<file path="config.mk">
export PLATFORM = sky130hd
export DESIGN_NAME = idr_mul
export DESIGN_NICKNAME = d
export VERILOG_FILES = /design/src/idr_pkg.sv /design/src/idr_mul.sv
export SDC_FILE = /design/constraint.sdc
export NUM_CORES = 2
export LEC_CHECK = 0
export BUFFER_PORTS_ARGS = -buffer_cell sky130_fd_sc_hd__buf_2
export CELL_PAD_IN_SITES_DETAIL_PLACEMENT = 1
export CELL_PAD_IN_SITES_GLOBAL_PLACEMENT = 1
export CORE_MARGIN = 2
export CORE_UTILIZATION = 35
export CTS_CLUSTER_DIAMETER = 80
export DETAILED_ROUTE_END_ITERATION = 12
export GPL_ROUTABILITY_DRIVEN = 0
export PLACE_DENSITY_LB_ADDON = 0.1
export SLEW_MARGIN = 20
export SYNTH_ARGS = -nofsm -noshare
export SYNTH_HDL_FRONTEND = slang
export SYNTH_SLANG_ARGS = --single-unit
</file>
<file path="constraint.sdc">
create_clock -name clk -period 9.2 [get_ports clk]
set_input_delay 1.84 -clock clk [delete_from_list [all_inputs] [get_ports clk]]
set_output_delay 1.84 -clock clk [all_outputs]
set_load 0.05 [all_outputs]
</file>
<file path="src/idr_pkg.sv">
package idr_pkg;

	localparam int DIV_NUM_W = 73;
	localparam int DIV_DEN_W = 33;
	localparam int MUL_A_W = 34;
	localparam int MUL_B_W = 33;
	localparam int MUL_P_W = MUL_A_W + MUL_B_W;
	localparam int SQRT_W = 52;
	localparam int ROOT_W = SQRT_W / 2 + 1;
	localparam int ACC_W = 76;
	localparam int RES_W = 54;
	localparam int W_W = 32;

	localparam logic [32:0] MICRO = 33'd1000000;
	localparam logic [24:0] GM_MAX = 25'h1000000;

	localparam logic [1:0] CFG_CALIB_TIME = 2'd0;
	localparam logic [1:0] CFG_CALIB_MIN = 2'd1;

	localparam logic [1:0] PH_FIRST = 2'd0;
	localparam logic [1:0] PH_CALIB = 2'd1;
	localparam logic [1:0] PH_RUN = 2'd2;

	typedef enum logic [1:0] {
		CTX_POS = 2'd0,
		CTX_ROT = 2'd1,
		CTX_VEL = 2'd2,
		CTX_GRAV = 2'd3
	} ctx_t;

	// Operand pairs of the ten quaternion products: xx yy zz ss xy xz yz sx sy sz.
	function automatic logic [1:0] quat_sel_a(input logic [3:0] j);
		logic [1:0] r;
		unique case (j)
			4'd0, 4'd4, 4'd5: r = 2'd0;
			4'd1, 4'd6: r = 2'd1;
			4'd2: r = 2'd2;
			default: r = 2'd3;
		endcase
		return r;
	endfunction

	function automatic logic [1:0] quat_sel_b(input logic [3:0] j);
		logic [1:0] r;
		unique case (j)
			4'd0, 4'd7: r = 2'd0;
			4'd1, 4'd4, 4'd8: r = 2'd1;
			4'd2, 4'd5, 4'd6, 4'd9: r = 2'd2;
			default: r = 2'd3;
		endcase
		return r;
	endfunction

	function automatic logic signed [47:0] sat_s(input logic signed [55:0] v,
			input int unsigned w);
		logic signed [55:0] hi;
		logic signed [55:0] lo;
		logic signed [55:0] r;
		hi = (56'sd1 <<< (w - 1)) - 56'sd1;
		lo = -hi - 56'sd1;
		if (v > hi) begin
			r = hi;
		end else if (v < lo) begin
			r = lo;
		end else begin
			r = v;
		end
		return r[47:0];
	endfunction

endpackage

</file>
<file path="src/idr_mul.sv">
module idr_mul import idr_pkg::*; (
	input logic clk,
	input logic signed [MUL_A_W-1:0] a,
	input logic signed [MUL_B_W-1:0] b,
	output logic signed [MUL_P_W-1:0] p
);

	logic signed [MUL_P_W-1:0] p_s1;

	always_ff @(posedge clk) begin
		p_s1 <= MUL_P_W'(a) * MUL_P_W'(b);
	end

	assign p = p_s1;

endmodule

</file>
==> impl_results.md <==
- Unrepaired setup endpoints after global routing: true
- Fin crit period: 9100 ps
- Number of remaining DRC errors: 0
- Worst setup margin: 100 ps
- Hold crit path type: input pin to register
- Top Ports: 135
- Worst-path fanout max: 12
- Row count: 126
- Clock Pin Slew Worst Setup and Hold Paths: 70 ps
- WS Path Type: input pin to register
- Antenna-violating nets left: 0
- Area leader, netlist: fa_1
- Synthesis-to-finish area growth: 18.0%
- 1st-iter DRT viols: 937
- Final setup viols: 0
- IO Port Bufs: 134
- Drt first pass iters: 5
- Crit path DAT: 9480 ps
- Largest net degree at the start of global routing: 22
- HPWL after DPL: 115 mm
- Fin crit share: 98.9%
- CTS max path bufs: 2
- Place WS: -830 ps
- Total length of routed wires: 128 mm
- Core Region: 118,000 µm²
- H-tree level count: 3
- Vias/cell: 4.61
- Die width: 347 µm
- Yosys warns: 0
- Fmax: 110 MHz
- CTS Root Cell: clkbuf_16
- First-pass GRT wire length: 203 mm
- Inserted Clock Buffers: 9
- Final hold vios: 0
- Post-synth EDFFs: 0
- Hold buffer count at cts: 0
- Critical Path Start Type: input pin
- Average size of a mapped cell: 9.39 µm²
- Setup_tns: 0 ps
- Least-Margin Pin Slew: 498 ps
- Max-Slew Margin vs Limit: 66.8%
- Vias: 29,400
- Status: finished, final reports clean
- Layout cells sized above 1: 16.4%
- Synth top area share: 57.0%
- Finished Cell Area: 48,700 µm²
- Total track usage: 22.3%
- Synth cell types: 63
- Syn Inst Count: 4,398
- TritonCTS clock tree: yes
- Worst hold margin: 2020 ps
- CP required: 9580 ps
- Max reg flops: 67
- Die H: 347 µm
- Initial antenna violation count: 6
- CP Capture Type: register
- Sink Count: 67
- Seq/Total Area, Yosys: 3.25%
- Starting Density: 35.1%
- Grt total ovfl: 0
- Die area: 121,000 µm²
- DP Area: 47,600 µm²
- Post-synth ARST share: 0%
- Average wire per standard cell: 20.0 µm
- Final net count: 6,296
- Top FF cell, synth: dfxtp_1
- Max cap viols: 0
- Yosys reg bits: 67
- Synth area leaders: fa_1, inv_1, and2_1
- Max Slew Vio Count: 0
- Vias in the first global route: 34,200
- Syn Std Cell Area: 41,300 µm²
- Net Count, Synth: 5,861
## cell usage in the layout, fill, tap and decap left out, types with 34 or more instances in the layout
master / count
inv_1: 1158
fa_1: 1148
nand2_1: 575
and2_1: 547
buf_4: 442
ha_1: 201
buf_2: 103
dfxtp_1: 67
buf_12: 63
nor2_1: 57
xnor2_1: 54
a21oi_1: 46
a21o_1: 34
## logic make-up after synthesis
| logic type | share of synthesized area (%) |
|---|---|
| muxes | 0.0757 |
| xor gates and xnor gates | 1.51 |
| AOI/OAI and AO/OA | 3.57 |
| and+or+nand+nor | 15.2 |
| adders and majority gates | 63.6 |
| DFF | 3.25 |
| buffers and inverters | 12.7 |
## routing by layer
metal,vias to the layer above,track usage (%),share of wire [%]
li1,13300,-,-
met2,254,40.0,52
met5,-,0,0.0094
met1,15800,28.6,43
met3,90,1.76,1.6
met4,2,6.46,3.1
## worst paths after layout
check	startpoint	to	slack, ps	depth (start not counted)
worst max-delay path	b[2]	p[63]	100	28
worst min-delay path	b[0]	p[0]	2020	4
## cell usage after synthesis (8+ instances only)
library cell	number
nor2b_1	10
xor2_1	17
nor3_1	11
a211oi_1	8
a31oi_1	10
nand2_1	578
o21bai_1	13
nand2b_1	13
and2_1	551
a21o_1	34
nor2_1	59
a21oi_1	62
o21ai_0	30
xnor2_1	54
ha_1	219
dfxtp_1	67
clkbuf_1	228
nand4_1	11
fa_1	1176
inv_1	1165
nand3_1	8
## metrics by stage
| step | cells | utilization [%] |
|---|---|---|
| detailed placement | 6343 | 40.4 |
| finish | 6377 | 41.4 |
| global placement | 6343 | 40.4 |
| floorplan | 4398 | - |
| CTS | 6361 | 40.8 |
| global route | 6376 | 41.4 |
## timing repair
item,CTS,global route
resized for setup,23,180
setup buffers,2,13
setup endpoints to repair,17,18
pin swaps,1,106
## area by class of cell
type | count | area (µm²)
antenna | 3 | 7.51
clock buffer | 10 | 229
clock inverter | 6 | 66.3
fill | 13500 | 68900
inverter | 1166 | 4380
multi-input combinational | 2933 | 35200
sequential | 67 | 1340
tap | 1536 | 1920
timing repair buffer | 656 | 5590
## worst max-delay path: stages
cell       delay [ps]
clkbuf_4          210
buf_6             160
and2_1            170
fa_2              520
fa_1              620
fa_2              500
buf_4             160
buf_4             150
fa_1              480
fa_1              570
fa_1              430
fa_1              490
inv_1              60
fa_1              490
inv_1              50
ha_1              300
a21oi_2           150
nor2b_1            80
o21ai_2           190
nand2b_4          120
a2111oi_4         340
buf_6             180
o31ai_4            90
a311oi_4          350
buf_12            170
o32ai_2            90
or4_1             400
nand3_1            80
Power is not shown: default switching activity piles up to over one toggle a cycle in this logic, so the estimate is an artifact.
