**src/idr_pkg.sv**
```systemverilog
package idr_pkg;

	localparam int DIV_NUM_W = 73;
	localparam int DIV_DEN_W = 33;
	localparam int MUL_A_W = 34;
	localparam int MUL_B_W = 33;
	localparam int MUL_P_W = MUL_A_W + MUL_B_W;
	localparam int SQRT_W = 52;
	localparam int ROOT_W = SQRT_W / 2 + 1;
	localparam int ACC_W = 76;
	localparam int RES_W = 54;
	localparam int W_W = 32;

	localparam logic [32:0] MICRO = 33'd1000000;
	localparam logic [24:0] GM_MAX = 25'h1000000;

	localparam logic [1:0] CFG_CALIB_TIME = 2'd0;
	localparam logic [1:0] CFG_CALIB_MIN = 2'd1;

	localparam logic [1:0] PH_FIRST = 2'd0;
	localparam logic [1:0] PH_CALIB = 2'd1;
	localparam logic [1:0] PH_RUN = 2'd2;

	typedef enum logic [1:0] {
		CTX_POS = 2'd0,
		CTX_ROT = 2'd1,
		CTX_VEL = 2'd2,
		CTX_GRAV = 2'd3
	} ctx_t;

	// Operand pairs of the ten quaternion products: xx yy zz ss xy xz yz sx sy sz.
	function automatic logic [1:0] quat_sel_a(input logic [3:0] j);
		logic [1:0] r;
		unique case (j)
			4'd0, 4'd4, 4'd5: r = 2'd0;
			4'd1, 4'd6: r = 2'd1;
			4'd2: r = 2'd2;
			default: r = 2'd3;
		endcase
		return r;
	endfunction

	function automatic logic [1:0] quat_sel_b(input logic [3:0] j);
		logic [1:0] r;
		unique case (j)
			4'd0, 4'd7: r = 2'd0;
			4'd1, 4'd4, 4'd8: r = 2'd1;
			4'd2, 4'd5, 4'd6, 4'd9: r = 2'd2;
			default: r = 2'd3;
		endcase
		return r;
	endfunction

	function automatic logic signed [47:0] sat_s(input logic signed [55:0] v,
			input int unsigned w);
		logic signed [55:0] hi;
		logic signed [55:0] lo;
		logic signed [55:0] r;
		hi = (56'sd1 <<< (w - 1)) - 56'sd1;
		lo = -hi - 56'sd1;
		if (v > hi) begin
			r = hi;
		end else if (v < lo) begin
			r = lo;
		end else begin
			r = v;
		end
		return r[47:0];
	endfunction

endpackage

```
**src/idr_div.sv**
```systemverilog
module idr_div import idr_pkg::*; #(
	parameter int NUM_W = DIV_NUM_W,
	parameter int DEN_W = DIV_DEN_W
) (
	input logic clk,
	input logic arst_n,
	input logic go,
	input logic [NUM_W-1:0] num,
	input logic [DEN_W-1:0] den,
	output logic done,
	output logic [NUM_W-1:0] quo
);

	localparam int CNT_W = $clog2(NUM_W + 1);

	logic [DEN_W-1:0] rem_q;
	logic [NUM_W-1:0] quo_q;
	logic [DEN_W-1:0] den_q;
	logic [CNT_W-1:0] cnt_q;
	logic busy_q;
	logic done_q;
	logic [DEN_W:0] trial;
	logic fits;

	assign trial = {rem_q, quo_q[NUM_W-1]};
	assign fits = trial >= {1'b0, den_q};

	always_ff @(posedge clk or negedge arst_n) begin
		if (!arst_n) begin
			rem_q <= '0;
			quo_q <= '0;
			den_q <= '0;
			cnt_q <= '0;
			busy_q <= 1'b0;
			done_q <= 1'b0;
		end else if (go) begin
			rem_q <= '0;
			quo_q <= num;
			den_q <= den;
			cnt_q <= CNT_W'(NUM_W);
			busy_q <= 1'b1;
			done_q <= 1'b0;
		end else if (busy_q) begin
			rem_q <= fits ? DEN_W'(trial - {1'b0, den_q}) : trial[DEN_W-1:0];
			quo_q <= {quo_q[NUM_W-2:0], fits};
			cnt_q <= cnt_q - 1'b1;
			if (cnt_q == CNT_W'(1)) begin
				busy_q <= 1'b0;
				done_q <= 1'b1;
			end
		end else begin
			done_q <= 1'b0;
		end
	end

	assign done = done_q;
	assign quo = quo_q;

endmodule

```
**config.mk**
```make
export PLATFORM = sky130hd
export DESIGN_NAME = idr_div
export DESIGN_NICKNAME = d
export VERILOG_FILES = /design/src/idr_pkg.sv /design/src/idr_div.sv
export SDC_FILE = /design/constraint.sdc
export NUM_CORES = 1
export LEC_CHECK = 0
export BUFFER_PORTS_ARGS = -buffer_cell sky130_fd_sc_hd__buf_2
export CAP_MARGIN = 0
export CORE_MARGIN = 1
export CORE_UTILIZATION = 60
export CTS_CLUSTER_SIZE = 25
export DETAILED_ROUTE_END_ITERATION = 10
export PLACE_DENSITY = 0.87
export SYNTH_ARGS = -nofsm -noshare
export SYNTH_HDL_FRONTEND = slang
export SYNTH_SLANG_ARGS = --single-unit
```
**constraint.sdc**
```tcl
create_clock -name clk -period 5.3 [get_ports clk]
set_clock_uncertainty 0.2 [all_clocks]
set_input_delay 0.795 -clock clk [delete_from_list [all_inputs] [get_ports clk]]
set_output_delay 0.795 -clock clk [all_outputs]
set_load 0.01 [all_outputs]
```
==> flow_summary.ini <==
[outcome]
status = finished clean

[min_path]
hold_path_class = input port to async pin

[clocking]
cts_tree = done
root_buffer = clkbuf_16
clockBufferDepth = 2
path_clk_slew_ns = 0.07
ctsHtreeMaxLevel = 4
hold_buffers = 0
clock-sinks = 148
cts_buffers = 17
postCtsSetupBuffers = 0
cts_resized = 0
insertion_delay_ns = 0.43

[routing]
wl_per_cell_um = 16.7
drt_iter0_markers = 512
postRouteAntennaNets = 0
drtPass1Iterations = 7
route.detailed.drc = 0
wl_um = 21700
via_count = 7633
via_per_inst = 5.87

[sta]
maxSlewHeadroom = 0.269
post-route-min-period_ns = 3.53
max_freq_mhz = 283
post-route-period-util = 0.667
worst-slew-pin-transition_ns = 1.10
fin_tns_setup_ns = 0
finalHoldViolCount = 0
hold_slack_ns = 0.290
slew_viol_final = 0
setup_viol = 0
grt_setup_unrepaired = no

[worst_setup_path]
cp.arrival_ns = 3.71
path_buf_inv = 2
worstReg2RegEnd = rem_q[28]
cp-startpoint = quo[72]
rr_worst_depth = 12
slowest_stage = a211oi_1
ff2ff_setup_slack_ns = 1.77
critical_path.top_delay_family = compound AO/OA/AOI/OAI gates
critPathMaxFanout = 19
crit_required_ns = 5.48
crit_type = register to register
critPathMaxStageDelay_ns = 0.62
path_cells = inv_1, ha_1, fa_1, nor2b_1, o31a_1, o31ai_1, a211oi_1, nor2_4, buf_4, or3_1, a21oi_1, o22a_1
worstSetupStartpointType = register
reg2reg_from = quo[72]
endpoint_kind = register

[logic_synthesis]
netlist_top_cells_area = dfrtp_1, mux2i_1, o21ai_0, nand2_1, ha_1
synth_top_flop_cell = dfrtp_1
avgSynthCellArea_um2 = 8.94
synthArstFlopShare = 1.00
synth_area_um2 = 8630
synthCells = 965
yosysWarnings = 0
synth_area_leader_cell = dfrtp_1
synth_fp_nets = 1110
yosys.area.top_type_share = 0.429
synth_edf_count = 0
ys_seq_area_frac = 0.429
ys_ff_latch = 148
synth.distinct_cells = 63

[pwr]
total_power_w = 0.00477
seqPwrFrac = 0.307
p_leak_nw = 5.48
cellPowerDensity_nw_per_um2 = 468
switchingPower_w = 0.00184
swShare = 0.385
power.share.clock = 0.265
max-vdd-ir-drop_mv = 0.350
p_comb_frac = 0.428
p_int_w = 0.00293

[die]
rows = 43
dieArea_um2 = 14900
io_pins = 183
core-area_um2 = 13900
die_h_um = 122
start_util = 0.619
die_width_um = 122

[global_route]
grt_pass1_wl_um = 35400
antenna_found_initial = 0
grt_max_degree = 113
grt_pass1_vias = 7297
grt.total_usage = 0.306
grt_overflow_total = 0

[placed_design]
place_congestion = 0.929
dpl.hpwl_um = 14800
portBuffers = 182
placed_cell_area_um2 = 9560

[layout]
final_nets = 1253
stdcell_area_um2 = 10200
synthToLayoutAreaGrowth_pct = 18.0
diodes = 0
final_util = 0.730
drive_above_1_share = 0.212

[job]
cap_violations = 0
state kept, by name, indices dropped and copies added, names as in the netlist:
name	cells
cnt_q	7
den_q	33
busy_q	1
done	1
quo	73
rem_q	33
Yosys cell counts, drive strengths merged (12+ instances only):
| cell type | n |
|---|---|
| ha | 35 |
| mux2i | 82 |
| a21o | 15 |
| nand2 | 134 |
| a211oi | 31 |
| a21oi | 51 |
| nor3 | 17 |
| buf | 18 |
| nand3 | 12 |
| o21ai | 129 |
| inv | 50 |
| xnor2 | 13 |
| nor2 | 64 |
| clkbuf | 46 |
| dfrtp | 148 |
worst max path at each step:
| stage | end | slack (ns) | depth (start not counted) |
|---|---|---|---|
| 6_report | rem_q[28] | 1.77 | 12 |
| 5_1_grt | rem_q[28] | 1.58 | 12 |
| 4_1_cts | rem_q[28] | 1.82 | 12 |
| 3_5_place_dp | rem_q[28] | 1.85 | 12 |
| 3_3_place_gp | rem_q[28] | 2.01 | 12 |
| 2_1_floorplan | rem_q[32] | 2.35 | 13 |
cell type report:
type | instances | area, um2
Fill cell | 1044 | 3760
Sequential cell | 148 | 3710
Clock buffer | 19 | 443
Tap cell | 180 | 225
Inverter | 50 | 188
Clock inverter | 13 | 173
Multi-Input combinational cell | 703 | 4470
Timing Repair Buffer | 188 | 968
metrics by stage:
stage / instances / worst slack, ns
after floorplan: 965 / 2.35
after detailed placement: 1269 / 1.85
after global routing: 1301 / 1.58
after global placement: 1269 / 2.01
after CTS: 1301 / 1.82
final: 1301 / 1.77
cell usage in the layout (no fill, tap or decap), types with 15 or more instances in the layout:
cell type | Yosys | layout
a211oi_1 | 30 | 30
a21o_1 | 15 | 15
a21oi_1 | 51 | 51
buf_2 | 8 | 180
clkbuf_16 | 0 | 17
dfrtp_1 | 148 | 147
ha_1 | 35 | 35
inv_1 | 50 | 50
mux2i_1 | 82 | 82
nand2_1 | 134 | 134
nor2_1 | 63 | 63
nor3_1 | 17 | 17
o21ai_0 | 126 | 126
logic make-up after synthesis:
logic type      count (synthesis)  share of synthesized area
flops                         148                      0.429
simple gates                  278                      0.144
buf+inv                       114                     0.0528
compound gates                283                      0.200
mux                            88                      0.103
xor+xnor                       18                     0.0183
fa+ha+maj                      36                     0.0531
power by group through the flow:
stage	combinational, W	sequential, W	clock, W
finish	0.00204	0.00146	0.00126
global route	0.00225	0.00149	0.00132
CTS	0.00201	0.00146	0.00127
detailed placement	0.00200	0.00148	0
global placement	0.00194	0.00147	0
floorplan	0.00153	0.00147	0
metal layers:
layer  part of all wire  GRT usage  vias up
met2               0.49      0.509      282
met5                  0          0        -
met4              0.022      0.113        0
met3              0.074     0.0871       39
met1               0.41      0.378     3612
li1                   -          -     3700
Note: power is estimated with default switching activity, not from simulation.
