===== src/idr_pkg.sv =====
package idr_pkg;

	localparam int DIV_NUM_W = 73;
	localparam int DIV_DEN_W = 33;
	localparam int MUL_A_W = 34;
	localparam int MUL_B_W = 33;
	localparam int MUL_P_W = MUL_A_W + MUL_B_W;
	localparam int SQRT_W = 52;
	localparam int ROOT_W = SQRT_W / 2 + 1;
	localparam int ACC_W = 76;
	localparam int RES_W = 54;
	localparam int W_W = 32;

	localparam logic [32:0] MICRO = 33'd1000000;
	localparam logic [24:0] GM_MAX = 25'h1000000;

	localparam logic [1:0] CFG_CALIB_TIME = 2'd0;
	localparam logic [1:0] CFG_CALIB_MIN = 2'd1;

	localparam logic [1:0] PH_FIRST = 2'd0;
	localparam logic [1:0] PH_CALIB = 2'd1;
	localparam logic [1:0] PH_RUN = 2'd2;

	typedef enum logic [1:0] {
		CTX_POS = 2'd0,
		CTX_ROT = 2'd1,
		CTX_VEL = 2'd2,
		CTX_GRAV = 2'd3
	} ctx_t;

	// Operand pairs of the ten quaternion products: xx yy zz ss xy xz yz sx sy sz.
	function automatic logic [1:0] quat_sel_a(input logic [3:0] j);
		logic [1:0] r;
		unique case (j)
			4'd0, 4'd4, 4'd5: r = 2'd0;
			4'd1, 4'd6: r = 2'd1;
			4'd2: r = 2'd2;
			default: r = 2'd3;
		endcase
		return r;
	endfunction

	function automatic logic [1:0] quat_sel_b(input logic [3:0] j);
		logic [1:0] r;
		unique case (j)
			4'd0, 4'd7: r = 2'd0;
			4'd1, 4'd4, 4'd8: r = 2'd1;
			4'd2, 4'd5, 4'd6, 4'd9: r = 2'd2;
			default: r = 2'd3;
		endcase
		return r;
	endfunction

	function automatic logic signed [47:0] sat_s(input logic signed [55:0] v,
			input int unsigned w);
		logic signed [55:0] hi;
		logic signed [55:0] lo;
		logic signed [55:0] r;
		hi = (56'sd1 <<< (w - 1)) - 56'sd1;
		lo = -hi - 56'sd1;
		if (v > hi) begin
			r = hi;
		end else if (v < lo) begin
			r = lo;
		end else begin
			r = v;
		end
		return r[47:0];
	endfunction

endpackage


===== src/idr_sqrt.sv =====
module idr_sqrt import idr_pkg::*; (
	input logic clk,
	input logic arst_n,
	input logic go,
	input logic [SQRT_W-1:0] val,
	output logic done,
	output logic [ROOT_W-1:0] root
);

	logic [SQRT_W-1:0] v_q;
	logic [SQRT_W-1:0] r_q;
	logic [SQRT_W-1:0] bit_q;
	logic busy_q;
	logic fin_q;
	logic done_q;
	logic [ROOT_W-1:0] root_q;
	logic [SQRT_W-1:0] t;

	assign t = r_q + bit_q;

	always_ff @(posedge clk or negedge arst_n) begin
		if (!arst_n) begin
			v_q <= '0;
			r_q <= '0;
			bit_q <= '0;
			busy_q <= 1'b0;
			fin_q <= 1'b0;
			done_q <= 1'b0;
			root_q <= '0;
		end else if (go) begin
			v_q <= val;
			r_q <= '0;
			bit_q <= SQRT_W'(1) << (SQRT_W - 2);
			busy_q <= 1'b1;
			fin_q <= 1'b0;
			done_q <= 1'b0;
		end else if (busy_q) begin
			if (v_q >= t) begin
				v_q <= v_q - t;
				r_q <= (r_q >> 1) + bit_q;
			end else begin
				r_q <= r_q >> 1;
			end
			bit_q <= bit_q >> 2;
			if (bit_q[0]) begin
				busy_q <= 1'b0;
				fin_q <= 1'b1;
			end
		end else if (fin_q) begin
			fin_q <= 1'b0;
			done_q <= 1'b1;
			root_q <= ROOT_W'(r_q) + ((v_q > r_q) ? ROOT_W'(1) : ROOT_W'(0));
		end else begin
			done_q <= 1'b0;
		end
	end

	assign done = done_q;
	assign root = root_q;

endmodule


===== config.mk =====
export PLATFORM = sky130hd
export DESIGN_NAME = idr_sqrt
export DESIGN_NICKNAME = d
export VERILOG_FILES = /design/src/idr_pkg.sv /design/src/idr_sqrt.sv
export SDC_FILE = /design/constraint.sdc
export NUM_CORES = 1
export LEC_CHECK = 0
export ABC_CLOCK_PERIOD_IN_PS = 10200
export BUFFER_PORTS_ARGS = -buffer_cell sky130_fd_sc_hd__buf_2
export CELL_PAD_IN_SITES_DETAIL_PLACEMENT = 1
export CELL_PAD_IN_SITES_GLOBAL_PLACEMENT = 1
export CORE_MARGIN = 4
export CORE_UTILIZATION = 50
export DETAILED_ROUTE_END_ITERATION = 7
export PLACE_DENSITY = 0.95
export REMOVE_ABC_BUFFERS = 1
export SLEW_MARGIN = 10
export SYNTH_ARGS = -nofsm -noshare
export SYNTH_HDL_FRONTEND = slang
export SYNTH_SLANG_ARGS = --single-unit
export TNS_END_PERCENT = 5

===== constraint.sdc =====
create_clock -name clk -period 10.2 [get_ports clk]
set_input_delay 0.51 -clock clk [delete_from_list [all_inputs] [get_ports clk]]
set_output_delay 0.51 -clock clk [all_outputs]
set_load 0.1 [all_outputs]

==> results by group <==
Power and ir drop
  – Comb pwr share: 0.666
  – LEAKAGE: 7.08 nW
  – Reg power frac: 0.202
  – Sw frac: 0.530
  – Clk pwr share: 0.131
  – Pwr per Cell Area: 320 nW/um^2
  – P_int: 2.45 mW
  – Max VDD drop: 0.000218 V
  – P_sw: 2.76 mW

Synthesis
  – Ys async rst share: 1.00
  – Post-synthesis sequential area ratio: 0.266
  – Post-synthesis mux area share: 0.0306
  – Post-Synthesis Cell Area: 15,100 sq um
  – Xor-xnor portion of the synthesized cell area: 0.0866
  – Synth cell types: 81
  – #FFs+latches synth: 160
  – Main synth FF type: dfrtp_1
  – Cells after Synth: 1,903
  – Compound-Gate Fraction of Synth Area: 0.248
  – Adder-Cell Fraction of Synth Area: 0.134
  – Synthesized area per cell: 7.92 sq um
  – Post-synthesis simple-gate area fraction: 0.191
  – Synth warnings: 0
  – Largest family of logic cells by synthesized area: compound AO/OA/AOI/OAI gates
  – Post-synth EDFFs: 0

Floorplan
  – Core area: 29,700 sq um
  – I/O pin total: 83
  – Cell Rows: 63
  – Initial core utilization: 0.507
  – Die ar.: 33,000 sq um
  – Chip width: 182 um
  – Die H: 182 um

STA
  – Final Hold Viols: 0
  – Relative slew slack: 0.239
  – Final setup viols: 0
  – Setup WS post-layout: 3.25 ns
  – Worst clock skew: 0.0219 ns
  – Minimum clock period: 6.95 ns
  – Fmax: 0.144 GHz
  – Count of pins over their slew limit: 0
  – Fin Setup TNS: 0 ns
  – Period utilization: 0.681
  – RSZ-0062 raised after global routing: no
  – Slew @ Worst Pin: 1.14 ns

Final layout
  – Layout Area Growth over Synthesis: 7.95%
  – Post-route design area: 16,300 sq um
  – Final Util: 0.547
  – Antenna cells: 0
  – Post-Layout Cell Count: 2,321
  – Layout cells sized above 1: 0.0844
  – Post-layout nets: 2,134

Routing
  – Initial DRC Count: 1,338
  – WL per Instance: 23.5 um
  – Routed Antenna Nets: 0
  – DRT Pass-1 Iters: 5
  – Drc violations: 0
  – Vias per cell: 6.59
  – Routed via count: 15,300
  – Drt total wl: 54,500 um

Setup path
  – Buf/Inv on CP: 1
  – WP data arrival: 7.31 ns
  – CP top delay family: compound AO/OA/AOI/OAI gates
  – Crit path max fanout: 42
  – CP Launch Type: flip-flop
  – Critical path type: flip-flop to flip-flop
  – Worst path required time: 10.56 ns
  – Worst path slowest cell: o21ai_4
  – CP Capture Type: flip-flop
  – CP peak stage delay: 0.71 ns
  – Crit-path cells: ha_1 -> a21oi_1 -> o21ai_1 -> a2111oi_0 -> o21bai_1 -> nand2_1 -> o21bai_1 -> a21o_1 -> nand2_1 -> xor2_1 -> ha_1 -> nand2_1 -> o21ai_0 -> a21oi_1 -> a21oi_1 -> o21ai_1 -> nand4b_1 -> o21ai_4 -> buf_4 -> mux2_2 -> mux2_2

Status
  – Status: completed

Placed design
  – GP Congestion: 0.918
  – Port bufs: 82
  – Placed inst area: 15,700 sq um
  – Placed insts: 2,289
  – Post-placement setup slack: 3.49 ns
  – DPL Wire Length: 39,900 um

Global route
  – Initial antenna violation count: 0
  – Vias in the first global route: 16,000
  – GRT Residual Overflow: 0
  – Pin count of the biggest net entering global routing: 94
  – Total GRT Usage: 0.327
  – First-pass GRT wire length: 87,800 um

Min path
  – Hold Crit Class: primary input to async pin

Clock network
  – Hold buffers post-CTS: 0
  – Clk pin slew, worst setup/hold paths: 0.07 ns
  – CTS tree: done
  – Clk buf depth: 2
  – Sink Count: 160
  – CTS Root Cell: clkbuf_16
  – Postcts setup bufs: 0
  – Worst-Skew Late Latency: 0.48 ns
  – Num CTS Buffers: 17
  – Post-cts sizing count: 0
  – H-tree depth reported by CTS: 4

Flow run
  – Max cap viols: 0
-- flip-flops by register name, summed over array words and instances (netlist names) --
signal  cells
r_q        52
v_q        52
root       27
bit_q      26
busy_q      1
done        1
fin_q       1
-- area by class of cell --
class / count / area (sq um)
Timing Repair Buffer: 90 / 483
Sequential cell: 160 / 4010
Multi-Input combinational cell: 1577 / 10400
Clock buffer: 21 / 460
Fill cell: 3690 / 13500
Tap cell: 390 / 488
Clock inverter: 11 / 129
Inverter: 72 / 270
-- routing by layer --
metal,part of all wire,wire length (um),global-route usage
met5,0,0,0
met4,0.038,2070,0.132
met1,0.42,22900,0.426
met3,0.064,3510,0.0541
met2,0.48,26000,0.542
-- cell usage in the layout, fill, tap and decap left out, types with 8 or more instances in the layout --
cell,n
nand2_1,226
nor2_1,207
a21oi_1,170
ha_1,160
dfrtp_1,159
o21ai_0,115
xnor2_1,106
buf_2,80
inv_1,71
nand3_1,43
xor2_1,43
a31oi_1,43
nand4_1,41
a21o_1,39
mux2i_1,39
a211oi_1,26
o21bai_1,23
nor3_1,21
a311oi_1,20
o211ai_1,17
o21ai_1,17
clkbuf_16,17
and3_1,15
or3_1,15
nor2b_1,14
o21a_1,14
a31o_2,13
and2_1,13
a221oi_1,10
o31ai_1,9
o221ai_1,9
buf_4,8
-- logic make-up (layout without fill, tap and decap cells) --
kind of cell    Yosys count  after routing
buf+inv                 166            194
xor+xnor                149            149
fa+ha+maj               161            161
mux                      45             45
simple gates            639            639
flops                   160            160
compound gates          583            583
-- power by group through the flow --
stage / sequential, mW / combinational (mW) / clock [mW]
after global routing: 1.07 / 3.78 / 0.711
after floorplan: 1.03 / 2.36 / 0
final: 1.05 / 3.47 / 0.684
after detailed placement: 1.05 / 3.33 / 0
after CTS: 1.04 / 3.38 / 0.686
after global placement: 1.03 / 3.13 / 0
-- path summary, 6_finish.rpt --
| check | slack (ns) | cells past startpoint | end | from |
|---|---|---|---|---|
| max in group asynchronous | 8.63 | 2 | v_q[36] | arst_n |
| worst max register to register | 3.25 | 21 | v_q[12] | r_q[2] |
| min in group clk | 0.23 | 3 | v_q[1] | val[1] |
| worst min-delay path | 0.09 | 1 | root[18] | arst_n |
| worst max-delay path | 3.25 | 21 | v_q[12] | r_q[2] |
| worst min register to register | 0.51 | 1 | root[1] | root[1] |
-- synthesized netlist by cell type (4+ instances only) --
cell	count	area [sq um]
a211o_1	5	43.8
a211oi_1	26	195
a21o_1	39	293
a21oi_1	170	851
a221oi_1	10	87.6
a311oi_1	20	175
a31o_2	13	114
a31oi_1	43	269
a41oi_1	4	35.0
and2_1	13	81.3
and3_1	15	93.8
buf_2	27	135
clkbuf_1	67	251
dfrtp_1	160	4000
ha_1	160	2000
inv_1	71	267
mux2_2	5	56.3
mux2i_1	39	390
nand2_1	226	848
nand2b_1	7	43.8
nand3_1	43	215
nand3b_1	5	37.5
nand4_1	41	257
nor2_1	208	781
nor2b_1	14	87.6
nor3_1	21	105
nor4_1	4	25.0
o211ai_1	17	128
o21a_1	14	105
o21ai_0	115	576
o21ai_1	17	85.1
o21bai_1	23	173
o221ai_1	9	78.8
o22ai_1	6	37.5
o31ai_1	9	67.6
or3_1	15	93.8
xnor2_1	106	928
xor2_1	43	377
-- worst reg2reg max path: cells and delay by family (launching register included) --
kind / cells / cell delay, ns
AO/OA/AOI/OAI: 11 / 3.34
flip-flops: 1 / 0.53
multiplexers: 2 / 0.67
adder cells (fa/ha/maj): 2 / 0.77
AND/OR/NAND/NOR: 4 / 0.79
buffers and inverters: 1 / 0.58
XOR/XNOR: 1 / 0.17
-- stage by stage --
stage	total power, mW	hold WS, ns
after floorplan	3.38	0.214
after global placement	4.17	0.480
after detailed placement	4.37	0.497
after CTS	5.11	0.177
after global routing	5.56	0.179
final	5.20	0.0880
No activity file was read; power rests on OpenSTA's default activity.
